**config.mk**
```make
export PLATFORM = sky130hd
export DESIGN_NAME = prst_cordic_cell
export DESIGN_NICKNAME = d
export VERILOG_FILES = /design/src/hw/rtl/prst_pkg.sv /design/src/hw/rtl/prst_cordic_cell.sv
export SDC_FILE = /design/constraint.sdc
export NUM_CORES = 1
export LEC_CHECK = 0
export ABC_AREA = 1
export BUFFER_PORTS_ARGS = -buffer_cell sky130_fd_sc_hd__buf_4
export CORE_ASPECT_RATIO = 1.75
export CORE_MARGIN = 2
export CORE_UTILIZATION = 45
export DETAILED_ROUTE_END_ITERATION = 10
export PLACE_DENSITY = 0.71
export SLEW_MARGIN = 20
export SYNTH_ARGS = -nofsm -noshare
export SYNTH_HDL_FRONTEND = slang
export SYNTH_SLANG_ARGS = --single-unit
export TNS_END_PERCENT = 20
```
**constraint.sdc**
```tcl
create_clock -name clock -period 18.04 [get_ports clock]
set_input_delay 0.902 -clock clock [delete_from_list [all_inputs] [get_ports clock]]
set_output_delay 0.902 -clock clock [all_outputs]
set_load 0.02 [all_outputs]
```
**src/hw/rtl/prst_pkg.sv**
```systemverilog
// Shared widths, constants, types and tables of the polygon rotate/scale/translate block.
package prst_pkg;

   localparam int DEF_NUM_VERTICES  = 7;
   localparam int DEF_CORDIC_STAGES = 16;
   localparam int MAX_STAGES        = 24;
   localparam int OUTLINE_SIZE      = 7;

   localparam int ANG_W      = 16;
   localparam int SCL_W      = 16;
   localparam int POS_W      = 16;
   localparam int OUT_W      = 19;
   localparam int IDX_OUT_W  = 3;
   localparam int SC_W       = 19;
   localparam int Z_W        = 32;
   localparam int T_W        = 24;
   localparam int PROD_W     = T_W + SCL_W + 1;
   localparam int FRAC_SHIFT = 20;
   localparam int CSR_IDX_W  = 8;
   localparam int CSR_DATA_W = 16;

   localparam logic [CSR_IDX_W-1:0] CSR_ROTATION_ANGLE = 8'd0;
   localparam logic [CSR_IDX_W-1:0] CSR_SCALE_FACTOR   = 8'd1;

   localparam logic signed [ANG_W-1:0] ANGLE_RESET   = 16'sd0;
   localparam logic [SCL_W-1:0]        SCALE_RESET   = 16'd256;
   localparam logic signed [ANG_W:0]   QUARTER_TURN  = 17'sd16384;
   localparam logic signed [ANG_W:0]   HALF_TURN     = 17'sd32768;
   localparam logic signed [SC_W-1:0]  INV_GAIN      = 19'sd39797;

   typedef enum logic [1:0] {
      COORD_ZERO,
      COORD_POS,
      COORD_NEG
   } coord_type;

   typedef struct packed {
      logic signed [SC_W-1:0]  x;
      logic signed [SC_W-1:0]  y;
      logic signed [Z_W-1:0]   z;
      logic                    flip;
      logic signed [POS_W-1:0] pos_x;
      logic signed [POS_W-1:0] pos_y;
   } cordic_data_type;

   // atan(2^-i), 2^32 per full turn
   function automatic logic [Z_W-1:0] atan_step(input int stage);
      logic [Z_W-1:0] r;
      case (stage)
         0:       r = 32'd536870912;
         1:       r = 32'd316933406;
         2:       r = 32'd167458907;
         3:       r = 32'd85004756;
         4:       r = 32'd42667331;
         5:       r = 32'd21354465;
         6:       r = 32'd10679838;
         7:       r = 32'd5340245;
         8:       r = 32'd2670163;
         9:       r = 32'd1335087;
         10:      r = 32'd667544;
         11:      r = 32'd333772;
         12:      r = 32'd166886;
         13:      r = 32'd83443;
         14:      r = 32'd41722;
         15:      r = 32'd20861;
         16:      r = 32'd10430;
         17:      r = 32'd5215;
         18:      r = 32'd2608;
         19:      r = 32'd1304;
         20:      r = 32'd652;
         21:      r = 32'd326;
         22:      r = 32'd163;
         23:      r = 32'd81;
         default: r = '0;
      endcase
      return r;
   endfunction

   // outline x in units of 30
   function automatic coord_type outline_x(input logic [2:0] v);
      coord_type c;
      case (v)
         3'd1:    c = COORD_POS;
         3'd3:    c = COORD_NEG;
         3'd4:    c = COORD_NEG;
         3'd6:    c = COORD_POS;
         default: c = COORD_ZERO;
      endcase
      return c;
   endfunction

   // outline y in units of 30
   function automatic coord_type outline_y(input logic [2:0] v);
      coord_type c;
      case (v)
         3'd2:    c = COORD_NEG;
         3'd3:    c = COORD_NEG;
         3'd4:    c = COORD_POS;
         3'd5:    c = COORD_POS;
         default: c = COORD_ZERO;
      endcase
      return c;
   endfunction

   function automatic logic signed [T_W-1:0] coord_sel(input coord_type c,
                                                      input logic signed [T_W-1:0] v);
      logic signed [T_W-1:0] r;
      case (c)
         COORD_POS: r = v;
         COORD_NEG: r = -v;
         default:   r = '0;
      endcase
      return r;
   endfunction

endpackage

```
**src/hw/rtl/prst_cordic_cell.sv**
```systemverilog
// One CORDIC rotation cell of the sine/cosine chain, with its own handshake register.
module prst_cordic_cell #(
   parameter int STAGE = 0
) (
   input  logic                      clock,
   input  logic                      reset,
   input  logic                      in_valid,
   output logic                      in_ready,
   input  prst_pkg::cordic_data_type in_data,
   output logic                      out_valid,
   input  logic                      out_ready,
   output prst_pkg::cordic_data_type out_data
);

   logic                      valid_ff, valid_in;
   prst_pkg::cordic_data_type data_ff, data_in;
   logic signed [prst_pkg::SC_W-1:0] x_sh, y_sh;
   logic signed [prst_pkg::Z_W-1:0]  atan_v;

   assign in_ready  = !valid_ff || out_ready;
   assign out_valid = valid_ff;
   assign out_data  = data_ff;

   assign x_sh   = in_data.x >>> STAGE;
   assign y_sh   = in_data.y >>> STAGE;
   assign atan_v = $signed(prst_pkg::atan_step(STAGE));

   always_comb begin
      data_in = in_data;
      if (!in_data.z[prst_pkg::Z_W-1]) begin
         data_in.x = in_data.x - y_sh;
         data_in.y = in_data.y + x_sh;
         data_in.z = in_data.z - atan_v;
      end else begin
         data_in.x = in_data.x + y_sh;
         data_in.y = in_data.y - x_sh;
         data_in.z = in_data.z + atan_v;
      end
   end

   assign valid_in = in_ready ? in_valid : valid_ff;

   always_ff @(posedge clock) begin
      if (reset) begin
         valid_ff <= 1'b0;
      end else begin
         valid_ff <= valid_in;
      end
   end

   always_ff @(posedge clock) begin
      if (in_ready && in_valid) begin
         data_ff <= data_in;
      end
   end

endmodule

```
==> out/results.ini <==
[placement]
place_ws_ns = 14.77
placed_cell_area_mm2 = 0.00834
numPortBuffers = 211
place_hpwl_um = 15000
gp_congestion = 0.926

[grt]
grt_pass1_vias = 5700
grt_pass1_wl_um = 28100
grtUsageTotal_pct = 23.2
grt_remaining_overflow = 0
grt_max_degree = 87
antenna_found_initial = 0

[min_path]
hp-class = reg -> reg
hold_path_depth = 2
holdCritStartpoint = out_valid$_SDFFE_PP0N_
min_to = out_valid$_SDFFE_PP0N_

[power_and_ir_drop]
p_clk_share_pct = 28.5
p_int_mw = 0.462
p_sw_mw = 0.227
ir_drop_v = 0.0000497
pwr-share-seq_pct = 42.6
leakage_nw = 4.20
power.density_mw_per_mm2 = 79.6
p_sw_share_pct = 33.0
pwr-share-comb_pct = 28.9

[sta]
finalMaxSlewViolations = 0
max-slew-margin-rel_pct = 27.3
min_period_ns = 2.94
rsz0062_at_grt = false
min_period_over_period_pct = 16.3
setup_tns_ns = 0
tightest_slew_ns = 1.09
setup_violations = 0
finalHoldViolCount = 0
fin_ws_ns = 15.10
skew_ns = 0.0110
max_freq_ghz = 0.340

[clock_network]
clock_path_buffers = 2
cts_tree = yes
ctsHoldBuffers = 0
cts_resized = 0
cts_setup_buffers = 0
h-tree-depth = 3
clock-sinks = 103
root_buffer = clkbuf_16
clkTransAtPathRegs_ns = 0.08
clk_latency_ns = 0.35
numCtsBuffers = 9

[finish]
seqCellArea_mm2 = 0.00308
drive_gt1_share_pct = 26.3
multi_input_area_mm2 = 0.00304
fin_area_mm2 = 0.00866
fin_nets = 1132
area_growth_pct = 29.5
diodes = 0
fill_cells = 1339

[critical_path]
r2r_start = out_valid$_SDFFE_PP0N_
cpMaxStageDelayCell = clkinv_1
cpLargestDelayFamily = buffers and inverters
startpoint_type = input port
cp.required_ns = 18.13
rr_worst_depth = 2
worstSetupEndpointType = flop
reg2reg_to = out_data[101]$_DFFE_PP_
worstPathArrival_ns = 3.03
path_class = in -> reg
worst-path-buf-inv = 2
critPathMaxFanout = 38
worst-r2r-setup-slack_ns = 15.83
crit_chain = buf_4, clkinv_1, fa_1
cpPeakStageDelay_ns = 0.95

[job]
drv_cap = 0

[route]
drtIter0Drc = 325
wl_um = 18800
routedWlPerCell_um = 16.3
drc = 0
vias = 5881
vias_per_cell = 5.09
first_pass_iters = 5
ant_nets = 0

[floorplan]
die_w_um = 96.1
dieArea_mm2 = 0.0159
coreArea_mm2 = 0.0147
die_y_um = 165
ios = 212
start_util_pct = 45.5
rows = 59

[synth]
netlist_area_mm2 = 0.00669
ys_ff_latch = 103
synth_warnings = 0
avgSynthCellArea_um2 = 8.71
syn_nets = 933
yosysSeqAreaShare_pct = 46.1
postSynthCellCount = 768
synth_cell_type_count = 35

[outcome]
status = complete, no violations

layout make-up:
type	count	share of cell area, %
repair buffers	212	18.4
multi-input cells	535	35.1
clock buffers	9	2.60
flip-flops and latches	103	35.6
clock inverters	7	1.04
well taps	183	2.65
inverters	106	4.60
worst register-to-register path: cells and delay by family (launching register included):
kind | cells | cell delay, ns
flip-flops | 1 | 0.35
AO/OA/AOI/OAI | 1 | 0.49
buffers and inverters | 1 | 0.93
per-layer routing:
metal | up-vias | track usage (%) | part of all wire, %
li1 | 2916 | - | -
met1 | 2626 | 23.4 | 33
met2 | 270 | 42.7 | 52
met3 | 69 | 3.13 | 7.7
met4 | 0 | 15.8 | 6.9
met5 | - | 0 | 0
placed cells by master (no fill, tap or decap), drive strengths merged:
cell / Yosys / final
nand2: 213 / 213
buf: 21 / 212
inv: 105 / 106
edfxtp: 102 / 102
nand3: 78 / 78
ha: 54 / 54
nor2: 53 / 53
a21oi: 48 / 48
o21ai: 34 / 34
xor2: 16 / 16
o21bai: 11 / 11
clkbuf: 3 / 9
nor3: 9 / 9
and2: 6 / 6
clkinv: 1 / 6
fa: 4 / 4
nand4: 3 / 3
o22ai: 3 / 3
a21o: 1 / 1
nand3b: 1 / 1
or2: 1 / 1
clkinvlp: 0 / 1
dfxtp: 1 / 1
cells in the mapped netlist:
cell type / instances / share of area (%)
nand3b_1: 1 / 0.11
buf_6: 5 / 0.84
o21bai_4: 2 / 0.56
o21bai_1: 8 / 0.90
o22ai_1: 3 / 0.28
and2_1: 6 / 0.56
nand2_4: 2 / 0.34
clkbuf_8: 1 / 0.21
nor2_2: 3 / 0.28
fa_1: 4 / 1.2
nor2_1: 50 / 2.8
clkinv_1: 1 / 0.056
nor3_1: 7 / 0.52
inv_2: 3 / 0.17
nand4_1: 3 / 0.28
o21ai_0: 30 / 2.2
xor2_1: 16 / 2.1
or2_0: 1 / 0.094
buf_2: 8 / 0.60
inv_1: 102 / 5.7
o21ai_1: 4 / 0.30
nand2_2: 4 / 0.37
nand3_2: 2 / 0.30
ha_1: 54 / 10
edfxtp_1: 102 / 46
clkbuf_1: 2 / 0.11
o21bai_2: 1 / 0.17
a21oi_2: 8 / 1.0
nand2_1: 207 / 12
buf_4: 8 / 0.90
a21oi_1: 40 / 3.0
a21o_1: 1 / 0.11
nor3_2: 2 / 0.30
dfxtp_1: 1 / 0.30
nand3_1: 76 / 5.7
cells by family (layout without fill, tap and decap cells):
family | Yosys count | count (layout) | synth area share [%]
flops | 103 | 103 | 46.1
compound gates | 97 | 97 | 8.61
fa+ha+maj | 58 | 58 | 11.3
simple gates | 364 | 364 | 23.3
xor+xnor | 16 | 16 | 2.10
buf+inv | 130 | 334 | 8.61
state kept, by name (all words and copies together), names as in the netlist:
signal and count:
out_data 102, out_valid 1
how the worst max path moves through the flow:
stage	start	endpoint	slack, ns	cells past startpoint
final	in_data[64]	out_data[63]$_DFFE_PP_	15.10	3
after global routing	in_data[64]	out_data[63]$_DFFE_PP_	14.92	3
after CTS	in_data[64]	out_data[63]$_DFFE_PP_	15.14	3
after detailed placement	in_data[64]	out_data[63]$_DFFE_PP_	14.77	3
after global placement	in_data[64]	out_data[63]$_DFFE_PP_	14.81	3
after floorplan	in_valid	out_data[0]$_DFFE_PP_	11.58	2
metrics by stage:
stage	instances	util [%]	total power [mW]	hold WS [ns]
floorplan	768	-	0.424	0.705
global placement	1139	56.8	0.494	0.545
detailed placement	1139	56.8	0.497	0.561
CTS	1155	58.9	0.695	0.570
global route	1155	58.9	0.725	0.605
finish	1155	58.9	0.689	0.567
power groups by stage:
stage	Combinational, mW	Clock (mW)	Sequential [mW]
after global placement	0.196	0	0.299
after CTS	0.199	0.202	0.294
final	0.199	0.197	0.294
after floorplan	0.0990	0	0.325
after detailed placement	0.198	0	0.299
after global routing	0.220	0.210	0.295
No activity file was read; power rests on OpenSTA's default activity.
