[src/hw/rtl/prst_pkg.sv]
// Shared widths, constants, types and tables of the polygon rotate/scale/translate block.
package prst_pkg;

   localparam int DEF_NUM_VERTICES  = 7;
   localparam int DEF_CORDIC_STAGES = 16;
   localparam int MAX_STAGES        = 24;
   localparam int OUTLINE_SIZE      = 7;

   localparam int ANG_W      = 16;
   localparam int SCL_W      = 16;
   localparam int POS_W      = 16;
   localparam int OUT_W      = 19;
   localparam int IDX_OUT_W  = 3;
   localparam int SC_W       = 19;
   localparam int Z_W        = 32;
   localparam int T_W        = 24;
   localparam int PROD_W     = T_W + SCL_W + 1;
   localparam int FRAC_SHIFT = 20;
   localparam int CSR_IDX_W  = 8;
   localparam int CSR_DATA_W = 16;

   localparam logic [CSR_IDX_W-1:0] CSR_ROTATION_ANGLE = 8'd0;
   localparam logic [CSR_IDX_W-1:0] CSR_SCALE_FACTOR   = 8'd1;

   localparam logic signed [ANG_W-1:0] ANGLE_RESET   = 16'sd0;
   localparam logic [SCL_W-1:0]        SCALE_RESET   = 16'd256;
   localparam logic signed [ANG_W:0]   QUARTER_TURN  = 17'sd16384;
   localparam logic signed [ANG_W:0]   HALF_TURN     = 17'sd32768;
   localparam logic signed [SC_W-1:0]  INV_GAIN      = 19'sd39797;

   typedef enum logic [1:0] {
      COORD_ZERO,
      COORD_POS,
      COORD_NEG
   } coord_type;

   typedef struct packed {
      logic signed [SC_W-1:0]  x;
      logic signed [SC_W-1:0]  y;
      logic signed [Z_W-1:0]   z;
      logic                    flip;
      logic signed [POS_W-1:0] pos_x;
      logic signed [POS_W-1:0] pos_y;
   } cordic_data_type;

   // atan(2^-i), 2^32 per full turn
   function automatic logic [Z_W-1:0] atan_step(input int stage);
      logic [Z_W-1:0] r;
      case (stage)
         0:       r = 32'd536870912;
         1:       r = 32'd316933406;
         2:       r = 32'd167458907;
         3:       r = 32'd85004756;
         4:       r = 32'd42667331;
         5:       r = 32'd21354465;
         6:       r = 32'd10679838;
         7:       r = 32'd5340245;
         8:       r = 32'd2670163;
         9:       r = 32'd1335087;
         10:      r = 32'd667544;
         11:      r = 32'd333772;
         12:      r = 32'd166886;
         13:      r = 32'd83443;
         14:      r = 32'd41722;
         15:      r = 32'd20861;
         16:      r = 32'd10430;
         17:      r = 32'd5215;
         18:      r = 32'd2608;
         19:      r = 32'd1304;
         20:      r = 32'd652;
         21:      r = 32'd326;
         22:      r = 32'd163;
         23:      r = 32'd81;
         default: r = '0;
      endcase
      return r;
   endfunction

   // outline x in units of 30
   function automatic coord_type outline_x(input logic [2:0] v);
      coord_type c;
      case (v)
         3'd1:    c = COORD_POS;
         3'd3:    c = COORD_NEG;
         3'd4:    c = COORD_NEG;
         3'd6:    c = COORD_POS;
         default: c = COORD_ZERO;
      endcase
      return c;
   endfunction

   // outline y in units of 30
   function automatic coord_type outline_y(input logic [2:0] v);
      coord_type c;
      case (v)
         3'd2:    c = COORD_NEG;
         3'd3:    c = COORD_NEG;
         3'd4:    c = COORD_POS;
         3'd5:    c = COORD_POS;
         default: c = COORD_ZERO;
      endcase
      return c;
   endfunction

   function automatic logic signed [T_W-1:0] coord_sel(input coord_type c,
                                                      input logic signed [T_W-1:0] v);
      logic signed [T_W-1:0] r;
      case (c)
         COORD_POS: r = v;
         COORD_NEG: r = -v;
         default:   r = '0;
      endcase
      return r;
   endfunction

endpackage

[src/hw/rtl/prst_if.sv]


interface prst_rsp_if;
   logic                                  valid;
   logic                                  ready;
   logic [prst_pkg::IDX_OUT_W-1:0]        vertex_index;
   logic signed [prst_pkg::OUT_W-1:0]     global_x;
   logic signed [prst_pkg::OUT_W-1:0]     global_y;
   logic                                  last_vertex;
   modport source (output valid, vertex_index, global_x, global_y, last_vertex,
                   input ready);
   modport sink (input valid, vertex_index, global_x, global_y, last_vertex,
                 output ready);
endinterface


[src/hw/rtl/prst_vertex_unit.sv]
// Vertex sequencer and rotate/scale/round/translate pipeline with the result register.
module prst_vertex_unit #(
   parameter int NUM_VERTICES = prst_pkg::DEF_NUM_VERTICES
) (
   input  logic                        clock,
   input  logic                        reset,
   input  logic                        in_valid,
   output logic                        in_ready,
   input  prst_pkg::cordic_data_type   in_data,
   input  logic [prst_pkg::SCL_W-1:0]  scale,
   prst_rsp_if.source                  rsp_ch
);

   localparam int IDX_W = (NUM_VERTICES > 1) ? $clog2(NUM_VERTICES) : 1;
   localparam logic [IDX_W-1:0] IDX_LAST = IDX_W'(NUM_VERTICES - 1);
   localparam logic [2:0] TAB_LAST = 3'(prst_pkg::OUTLINE_SIZE - 1);
   localparam logic signed [prst_pkg::PROD_W-1:0] RND_HALF =
      prst_pkg::PROD_W'(1) << (prst_pkg::FRAC_SHIFT - 1);

   logic adv, free, load, issue, last_issue;

   // sequencer
   logic             busy_ff, busy_in;
   logic [IDX_W-1:0] idx_ff, idx_in;
   logic [2:0]       tab_ff, tab_in;
   logic signed [prst_pkg::T_W-1:0]   c30_ff, c30_in, s30_ff, s30_in;
   logic signed [prst_pkg::POS_W-1:0] px_ff, py_ff;
   logic signed [prst_pkg::T_W-1:0]   cos_ext, sin_ext;

   // stage A: rotated outline vertex (unscaled)
   logic                              a_valid_ff;
   logic signed [prst_pkg::T_W-1:0]   a_tx_ff, a_tx_in, a_ty_ff, a_ty_in;
   logic [prst_pkg::IDX_OUT_W-1:0]    a_idx_ff;
   logic                              a_last_ff;
   logic signed [prst_pkg::POS_W-1:0] a_px_ff, a_py_ff;

   // stage B: scaled
   logic                              b_valid_ff;
   logic signed [prst_pkg::PROD_W-1:0] b_rx_ff, b_rx_in, b_ry_ff, b_ry_in;
   logic signed [prst_pkg::SCL_W:0]   scl_s;
   logic [prst_pkg::IDX_OUT_W-1:0]    b_idx_ff;
   logic                              b_last_ff;
   logic signed [prst_pkg::POS_W-1:0] b_px_ff, b_py_ff;

   // output register
   logic                              out_valid_ff;
   logic signed [prst_pkg::PROD_W-1:0] rx_sh, ry_sh;
   logic signed [prst_pkg::OUT_W-1:0] gx_ff, gx_in, gy_ff, gy_in;
   logic [prst_pkg::IDX_OUT_W-1:0]    out_idx_ff;
   logic                              out_last_ff;

   assign adv        = !out_valid_ff || rsp_ch.ready;
   assign last_issue = busy_ff && (idx_ff == IDX_LAST);
   assign free       = !busy_ff || last_issue;
   assign in_ready   = adv && free;
   assign load       = in_ready && in_valid;
   assign issue      = adv && busy_ff;

   always_comb begin
      busy_in = busy_ff;
      idx_in  = idx_ff;
      tab_in  = tab_ff;
      if (issue) begin
         if (last_issue) begin
            busy_in = 1'b0;
         end else begin
            idx_in = idx_ff + 1'b1;
         end
         tab_in = (tab_ff == TAB_LAST) ? 3'd0 : tab_ff + 3'd1;
      end
      if (load) begin
         busy_in = 1'b1;
         idx_in  = '0;
         tab_in  = 3'd0;
      end
   end

   always_ff @(posedge clock) begin
      if (reset) begin
         busy_ff <= 1'b0;
         idx_ff  <= '0;
         tab_ff  <= 3'd0;
      end else begin
         busy_ff <= busy_in;
         idx_ff  <= idx_in;
         tab_ff  <= tab_in;
      end
   end

   // fold correction, then 30*cos and 30*sin by shift and subtract
   assign cos_ext = in_data.flip ? -prst_pkg::T_W'(in_data.x) : prst_pkg::T_W'(in_data.x);
   assign sin_ext = in_data.flip ? -prst_pkg::T_W'(in_data.y) : prst_pkg::T_W'(in_data.y);
   assign c30_in  = (cos_ext <<< 5) - (cos_ext <<< 1);
   assign s30_in  = (sin_ext <<< 5) - (sin_ext <<< 1);

   always_ff @(posedge clock) begin
      if (load) begin
         c30_ff <= c30_in;
         s30_ff <= s30_in;
         px_ff  <= in_data.pos_x;
         py_ff  <= in_data.pos_y;
      end
   end

   assign a_tx_in = prst_pkg::coord_sel(prst_pkg::outline_x(tab_ff), c30_ff)
                  - prst_pkg::coord_sel(prst_pkg::outline_y(tab_ff), s30_ff);
   assign a_ty_in = prst_pkg::coord_sel(prst_pkg::outline_x(tab_ff), s30_ff)
                  + prst_pkg::coord_sel(prst_pkg::outline_y(tab_ff), c30_ff);

   assign scl_s   = $signed({1'b0, scale});
   assign b_rx_in = a_tx_ff * scl_s;
   assign b_ry_in = a_ty_ff * scl_s;

   assign rx_sh = (b_rx_ff + RND_HALF) >>> prst_pkg::FRAC_SHIFT;
   assign ry_sh = (b_ry_ff + RND_HALF) >>> prst_pkg::FRAC_SHIFT;
   assign gx_in = rx_sh[prst_pkg::OUT_W-1:0] + prst_pkg::OUT_W'(b_px_ff);
   assign gy_in = ry_sh[prst_pkg::OUT_W-1:0] + prst_pkg::OUT_W'(b_py_ff);

   always_ff @(posedge clock) begin
      if (reset) begin
         a_valid_ff   <= 1'b0;
         b_valid_ff   <= 1'b0;
         out_valid_ff <= 1'b0;
      end else if (adv) begin
         a_valid_ff   <= busy_ff;
         b_valid_ff   <= a_valid_ff;
         out_valid_ff <= b_valid_ff;
      end
   end

   always_ff @(posedge clock) begin
      if (adv) begin
         a_tx_ff     <= a_tx_in;
         a_ty_ff     <= a_ty_in;
         a_idx_ff    <= prst_pkg::IDX_OUT_W'(idx_ff);
         a_last_ff   <= last_issue;
         a_px_ff     <= px_ff;
         a_py_ff     <= py_ff;
         b_rx_ff     <= b_rx_in;
         b_ry_ff     <= b_ry_in;
         b_idx_ff    <= a_idx_ff;
         b_last_ff   <= a_last_ff;
         b_px_ff     <= a_px_ff;
         b_py_ff     <= a_py_ff;
         gx_ff       <= gx_in;
         gy_ff       <= gy_in;
         out_idx_ff  <= b_idx_ff;
         out_last_ff <= b_last_ff;
      end
   end

   assign rsp_ch.valid        = out_valid_ff;
   assign rsp_ch.vertex_index = out_idx_ff;
   assign rsp_ch.global_x     = gx_ff;
   assign rsp_ch.global_y     = gy_ff;
   assign rsp_ch.last_vertex  = out_last_ff;

   a_last_index: assert property (@(posedge clock) disable iff (reset)
      (out_valid_ff && out_last_ff) |-> (out_idx_ff == prst_pkg::IDX_OUT_W'(IDX_LAST)))
      else $error("last flag on a vertex other than the final one");

   a_idx_range: assert property (@(posedge clock) disable iff (reset)
      busy_ff |-> (idx_ff <= IDX_LAST))
      else $error("vertex counter out of range");

   a_load_free: assert property (@(posedge clock) disable iff (reset)
      load |=> (busy_ff && (idx_ff == '0) && (tab_ff == 3'd0)))
      else $error("new position not started at the first vertex");

   a_issue_busy: assert property (@(posedge clock) disable iff (reset)
      (adv && !busy_ff) |=> !a_valid_ff)
      else $error("vertex issued while sequencer idle");

endmodule

[src/flat_wrapper.sv]
// flat-port wrapper written by rule: the top's interface ports become plain ports
module prst_vertex_unit_flat 
#(
   parameter int NUM_VERTICES = prst_pkg::DEF_NUM_VERTICES
)
  (clock, reset, in_valid, in_ready, in_data, scale, rsp_ch_valid, rsp_ch_vertex_index, rsp_ch_global_x, rsp_ch_global_y, rsp_ch_last_vertex, rsp_ch_ready);
  prst_rsp_if rsp_ch_i ();
  input  logic clock;
  input  logic reset;
  input  logic in_valid;
  output logic in_ready;
  input  prst_pkg::cordic_data_type in_data;
  input  logic [prst_pkg::SCL_W-1:0] scale;
  output wire logic [$bits(rsp_ch_i.valid)-1:0] rsp_ch_valid;
  output wire logic [$bits(rsp_ch_i.vertex_index)-1:0] rsp_ch_vertex_index;
  output wire logic [$bits(rsp_ch_i.global_x)-1:0] rsp_ch_global_x;
  output wire logic [$bits(rsp_ch_i.global_y)-1:0] rsp_ch_global_y;
  output wire logic [$bits(rsp_ch_i.last_vertex)-1:0] rsp_ch_last_vertex;
  input wire logic [$bits(rsp_ch_i.ready)-1:0] rsp_ch_ready;
  assign rsp_ch_valid = rsp_ch_i.valid;
  assign rsp_ch_vertex_index = rsp_ch_i.vertex_index;
  assign rsp_ch_global_x = rsp_ch_i.global_x;
  assign rsp_ch_global_y = rsp_ch_i.global_y;
  assign rsp_ch_last_vertex = rsp_ch_i.last_vertex;
  assign rsp_ch_i.ready = rsp_ch_ready;
  prst_vertex_unit #(.NUM_VERTICES(NUM_VERTICES)) u_core (.clock(clock), .reset(reset), .in_valid(in_valid), .in_ready(in_ready), .in_data(in_data), .scale(scale), .rsp_ch(rsp_ch_i));
endmodule
[config.mk]
export PLATFORM = sky130hd
export DESIGN_NAME = prst_vertex_unit_flat
export DESIGN_NICKNAME = d
export VERILOG_FILES = /design/src/hw/rtl/prst_pkg.sv /design/src/hw/rtl/prst_if.sv /design/src/hw/rtl/prst_vertex_unit.sv /design/src/flat_wrapper.sv
export SDC_FILE = /design/constraint.sdc
export NUM_CORES = 2
export LEC_CHECK = 0
export ABC_AREA = 1
export BUFFER_PORTS_ARGS = -buffer_cell sky130_fd_sc_hd__buf_2
export CAP_MARGIN = 10
export CELL_PAD_IN_SITES_DETAIL_PLACEMENT = 0
export CELL_PAD_IN_SITES_GLOBAL_PLACEMENT = 2
export CORE_AREA = 2 2 372 374
export CTS_CLUSTER_SIZE = 30
export DETAILED_ROUTE_END_ITERATION = 8
export DIE_AREA = 0 0 374 376
export GPL_TIMING_DRIVEN = 0
export PLACE_DENSITY_LB_ADDON = 0.1
export REMOVE_ABC_BUFFERS = 1
export SKIP_LAST_GASP = 1
export SYNTH_ARGS = -nofsm -noshare
export SYNTH_HDL_FRONTEND = slang
export SYNTH_SLANG_ARGS = --single-unit
export TNS_END_PERCENT = 100
[constraint.sdc]
create_clock -name clock -period 7.55 [get_ports clock]
set_clock_uncertainty 0.1 [all_clocks]
set_input_delay 0.755 -clock clock [delete_from_list [all_inputs] [get_ports clock]]
set_output_delay 0.755 -clock clock [all_outputs]
set_load 0.01 [all_outputs]
==> run_results.csv <==
group,metric,value,unit
status,run_status,"finished clean",
drt,wirelength,145000,um
pwr,power.density_cell_area,352,nW/um^2
pwr,vdd.ir_drop.worst,0.000666,V
yosys,yosysTopAreaCellShare,0.295,
final_layout,sequential_cell_area_in_the_final_layout,8550,um^2
sta,max-slew-margin-rel,0.149,
placed_design,dp_worst_setup_slack,-0.521,ns
critical_path,critical_path_arrival,7.37,ns
critical_path,regToRegEndpoint,"u_core.b_ry_ff[38]",
clock_network,numClockSinks,288,
grt,pin_count_of_the_biggest_net_entering_global_routing,114,
drt,drt-initial-drc-count,2078,
drt,ant_nets,0,
clock_network,cts.clk_slew.worst_paths,0.06,ns
critical_path,timing.critical_path.from_type,"primary input",
sta,achievable-frequency,141,MHz
grt,grt_remaining_overflow,0,
sta,post-route-worst-setup-slack,0.437,ns
placed_design,place.detailed.hpwl,120000,um
placed_design,finalWeightedCongestion,0.851,
sta,period_minus_slack,7.11,ns
clock_network,max-clock-path-buffers,3,
pwr,switching_share,0.538,
critical_path,path_max_fanout,46,
clock_network,tritoncts,"built",
critical_path,timing.critical_path.required,7.80,ns
grt,grt_antenna_before_repair,1,
drt,avgViaCountPerCell,4.71,
die,floorplan.die.width,374,um
sta,timing.hold.ws,0.232,ns
yosys,synth_top_cells_by_area,"sky130_fd_sc_hd__fa_1 (30%), sky130_fd_sc_hd__edfxtp_1 (18%), sky130_fd_sc_hd__nand2_1 (12%), sky130_fd_sc_hd__inv_1 (12%), sky130_fd_sc_hd__ha_1 (8.3%)",
drt,drt-wirelength-per-cell,18.2,um
pwr,p_sw,9.71,mW
final_layout,num_antenna_cells,0,
grt,global_route_wire_length_before_repair,231000,um
pwr,power.sequential.fraction,0.166,
final_layout,utilization,0.376,
die,top_level_ports,167,
flow_run,maxCapViolCount,0,
yosys,yosysTopAreaCell,"sky130_fd_sc_hd__fa_1",
hold_path,worst_hold_start,"in_data[24]",
hold_path,hold_path.class,"in -> reg",
placed_design,port-buffer-count,134,
sta,final-max-slew-violation-count,0,
sta,rsz0062_at_grt,"no",
placed_design,post-place-cells,7871,
drt,route.vias.total,37407,
final_layout,layout-area-overhead-vs-synth,8.10,%
yosys,synth_cells,6130,
final_layout,multiInputGateArea,32400,um^2
die,fp.coreArea,137000,um^2
die,initial_core_util,0.348,
critical_path,endpoint_kind,"flop",
final_layout,layout.cells.most_common,"sky130_fd_sc_hd__nand2_1",
grt,first_global_vias,40138,
clock_network,cts_max_level,2,
hold_path,hold_depth,1,
hold_path,min_to,"u_core.px_ff[8]",
critical_path,worst_r2r_startpoint,"u_core.a_ty_ff[23]",
clock_network,cts.hold.buffers_added,0,
sta,final_setup_tns,0,ns
drt,drt_drc_violations_left,0,
yosys,synthDistinctLibCells,52,
grt,grt_use_total,0.210,
yosys,postSynthRegisterBits,288,
final_layout,layoutNonFillerInstCount,7942,
sta,fin_crit_sh,0.942,
pwr,internal_power,8.34,mW
pwr,clk_pwr_share,0.108,
final_layout,post_route_cells_drive_above_1_share,0.0449,
clock_network,num_cts_buffers,38,
final_layout,final.fill_count,14510,
die,die_ar,141000,um^2
final_layout,finish.net_count,7257,
critical_path,path_class,"in -> reg",
clock_network,clkLatencyLatePin,0.62,ns
final_layout,layout_common_cells,"sky130_fd_sc_hd__nand2_1 (1,566), sky130_fd_sc_hd__inv_1 (1,549), sky130_fd_sc_hd__fa_1 (701)",
die,die_h,376,um
yosys,syn-cell-area,47500,um^2
critical_path,reg2reg_setup_slack,0.57,ns
sta,finalHoldViolations,0,
clock_network,cts.root.buffer_cell,"sky130_fd_sc_hd__clkbuf_16",
critical_path,worstRegToRegCells,20,
sta,final_setup_violation_count,0,
pwr,share_comb_of_total_power,0.727,
sta,worst_pin_slew,1.28,ns
yosys,ys_seq_area_frac,0.180,
drt,drt-pass1-iter-count,5,
yosys,yosysWarnings,0,
pwr,power_leakage,27.3,nW
yosys,syn-mean-instance-area,7.75,um^2
die,floorplan.rows,136,
[registers in the layout, indices dropped and copies added (netlist names), 19 cells and up]
register	cells
u_core.b_rx_ff	20
u_core.s30_ff	23
u_core.a_tx_ff	23
u_core.c30_ff	23
u_core.rsp_ch.global_y	19
u_core.a_ty_ff	23
u_core.rsp_ch.global_x	19
u_core.b_ry_ff	20
[metal layers]
metal	share of wire	vias up	GRT usage
met1	0.47	18461	0.283
li1	-	18394	-
met2	0.49	454	0.375
met4	0.013	0	0.0318
met3	0.026	98	0.0165
met5	0	-	0
[cell families after synthesis]
logic type      Yosys count  synth area share
simple gates           2306             0.199
buf+inv                1759             0.139
fa+ha+maj              1015             0.378
compound gates          553            0.0657
flops                   288             0.180
xor+xnor                209            0.0385
[power groups by stage]
| stage | registers [mW] | clock network, mW | logic [mW] |
|---|---|---|---|
| floorplan | 2.89 | 0 | 9.34 |
| global placement | 3.04 | 0 | 13.2 |
| detailed placement | 3.04 | 0 | 13.2 |
| CTS | 3.01 | 2.02 | 13.3 |
| global route | 3.04 | 2.07 | 15.2 |
| finish | 2.99 | 1.94 | 13.1 |
[final cells by class]
| cell class | count | share of cell area |
|---|---|---|
| Multi-Input combinational cell | 4083 | 0.630 |
| Sequential cell | 288 | 0.166 |
| Inverter | 1555 | 0.114 |
| Tap cell | 1794 | 0.0437 |
| Clock buffer | 46 | 0.0205 |
| Timing Repair Buffer | 153 | 0.0204 |
| Clock inverter | 23 | 0.00495 |
[through the flow]
stage	power, mW	instance area (um^2)
finish	18.1	51400
global route	20.3	51400
CTS	18.3	51300
detailed placement	16.2	50000
global placement	16.2	49700
floorplan	12.2	46700
[synthesized netlist by cell type, drive strengths merged]
| library cell | count |
|---|---|
| a211oi | 7 |
| o2111ai | 1 |
| nor3 | 72 |
| a32o | 2 |
| a21oi | 277 |
| or2 | 17 |
| edfxtp | 278 |
| nand2b | 1 |
| nor4 | 16 |
| a221oi | 3 |
| buf | 43 |
| o21a | 13 |
| fa | 701 |
| nand3 | 240 |
| nand4 | 44 |
| xor2 | 159 |
| o211ai | 8 |
| nand2 | 1571 |
| o21ai | 146 |
| xnor2 | 50 |
| and3 | 4 |
| dfxtp | 10 |
| nand3b | 11 |
| inv | 1554 |
| o311ai | 2 |
| a31oi | 12 |
| a311oi | 1 |
| nor3b | 1 |
| o22ai | 4 |
| a21o | 38 |
| o21bai | 23 |
| ha | 314 |
| o31ai | 8 |
| nor2 | 329 |
| a21boi | 8 |
| clkbuf | 161 |
| clkinv | 1 |
[critical path, cell delays in order]
cell and delay (ns):
sky130_fd_sc_hd__clkbuf_4 0.56, sky130_fd_sc_hd__nand2_1 0.29, sky130_fd_sc_hd__fa_1 0.72, sky130_fd_sc_hd__fa_1 0.75, sky130_fd_sc_hd__inv_1 0.22, sky130_fd_sc_hd__fa_1 0.45, sky130_fd_sc_hd__fa_1 0.52, sky130_fd_sc_hd__fa_1 0.54
sky130_fd_sc_hd__inv_1 0.05, sky130_fd_sc_hd__fa_1 0.47, sky130_fd_sc_hd__inv_1 0.04, sky130_fd_sc_hd__ha_1 0.47, sky130_fd_sc_hd__nand2_1 0.17, sky130_fd_sc_hd__nor3_1 0.31, sky130_fd_sc_hd__nand2_1 0.19, sky130_fd_sc_hd__nor2_1 0.22
sky130_fd_sc_hd__nand2_1 0.08, sky130_fd_sc_hd__nor2_1 0.15, sky130_fd_sc_hd__nor2_1 0.15, sky130_fd_sc_hd__nand3_1 0.09, sky130_fd_sc_hd__nand2_1 0.05
[what timing repair did]
action	in CTS	in global routing
gates resized for setup	0	3
setup buffers	0	2
hold endpoints to repair	0	0
setup endpoints to repair	0	2
[worst max-delay path by stage]
stage            startpoint            endpoint  slack, ns  cells after the start
6_report           scale[2]  u_core.b_rx_ff[38]       0.44                     21
2_1_floorplan  rsp_ch_ready    u_core.tab_ff[1]       0.25                      8
3_5_place_dp       scale[2]  u_core.b_rx_ff[38]      -0.52                     21
3_3_place_gp   rsp_ch_ready    u_core.tab_ff[0]      -2.98                      9
5_1_grt            scale[2]  u_core.b_rx_ff[38]       0.10                     22
4_1_cts            scale[2]  u_core.b_rx_ff[38]       0.10                     21
No activity file was read; power rests on OpenSTA's default activity.
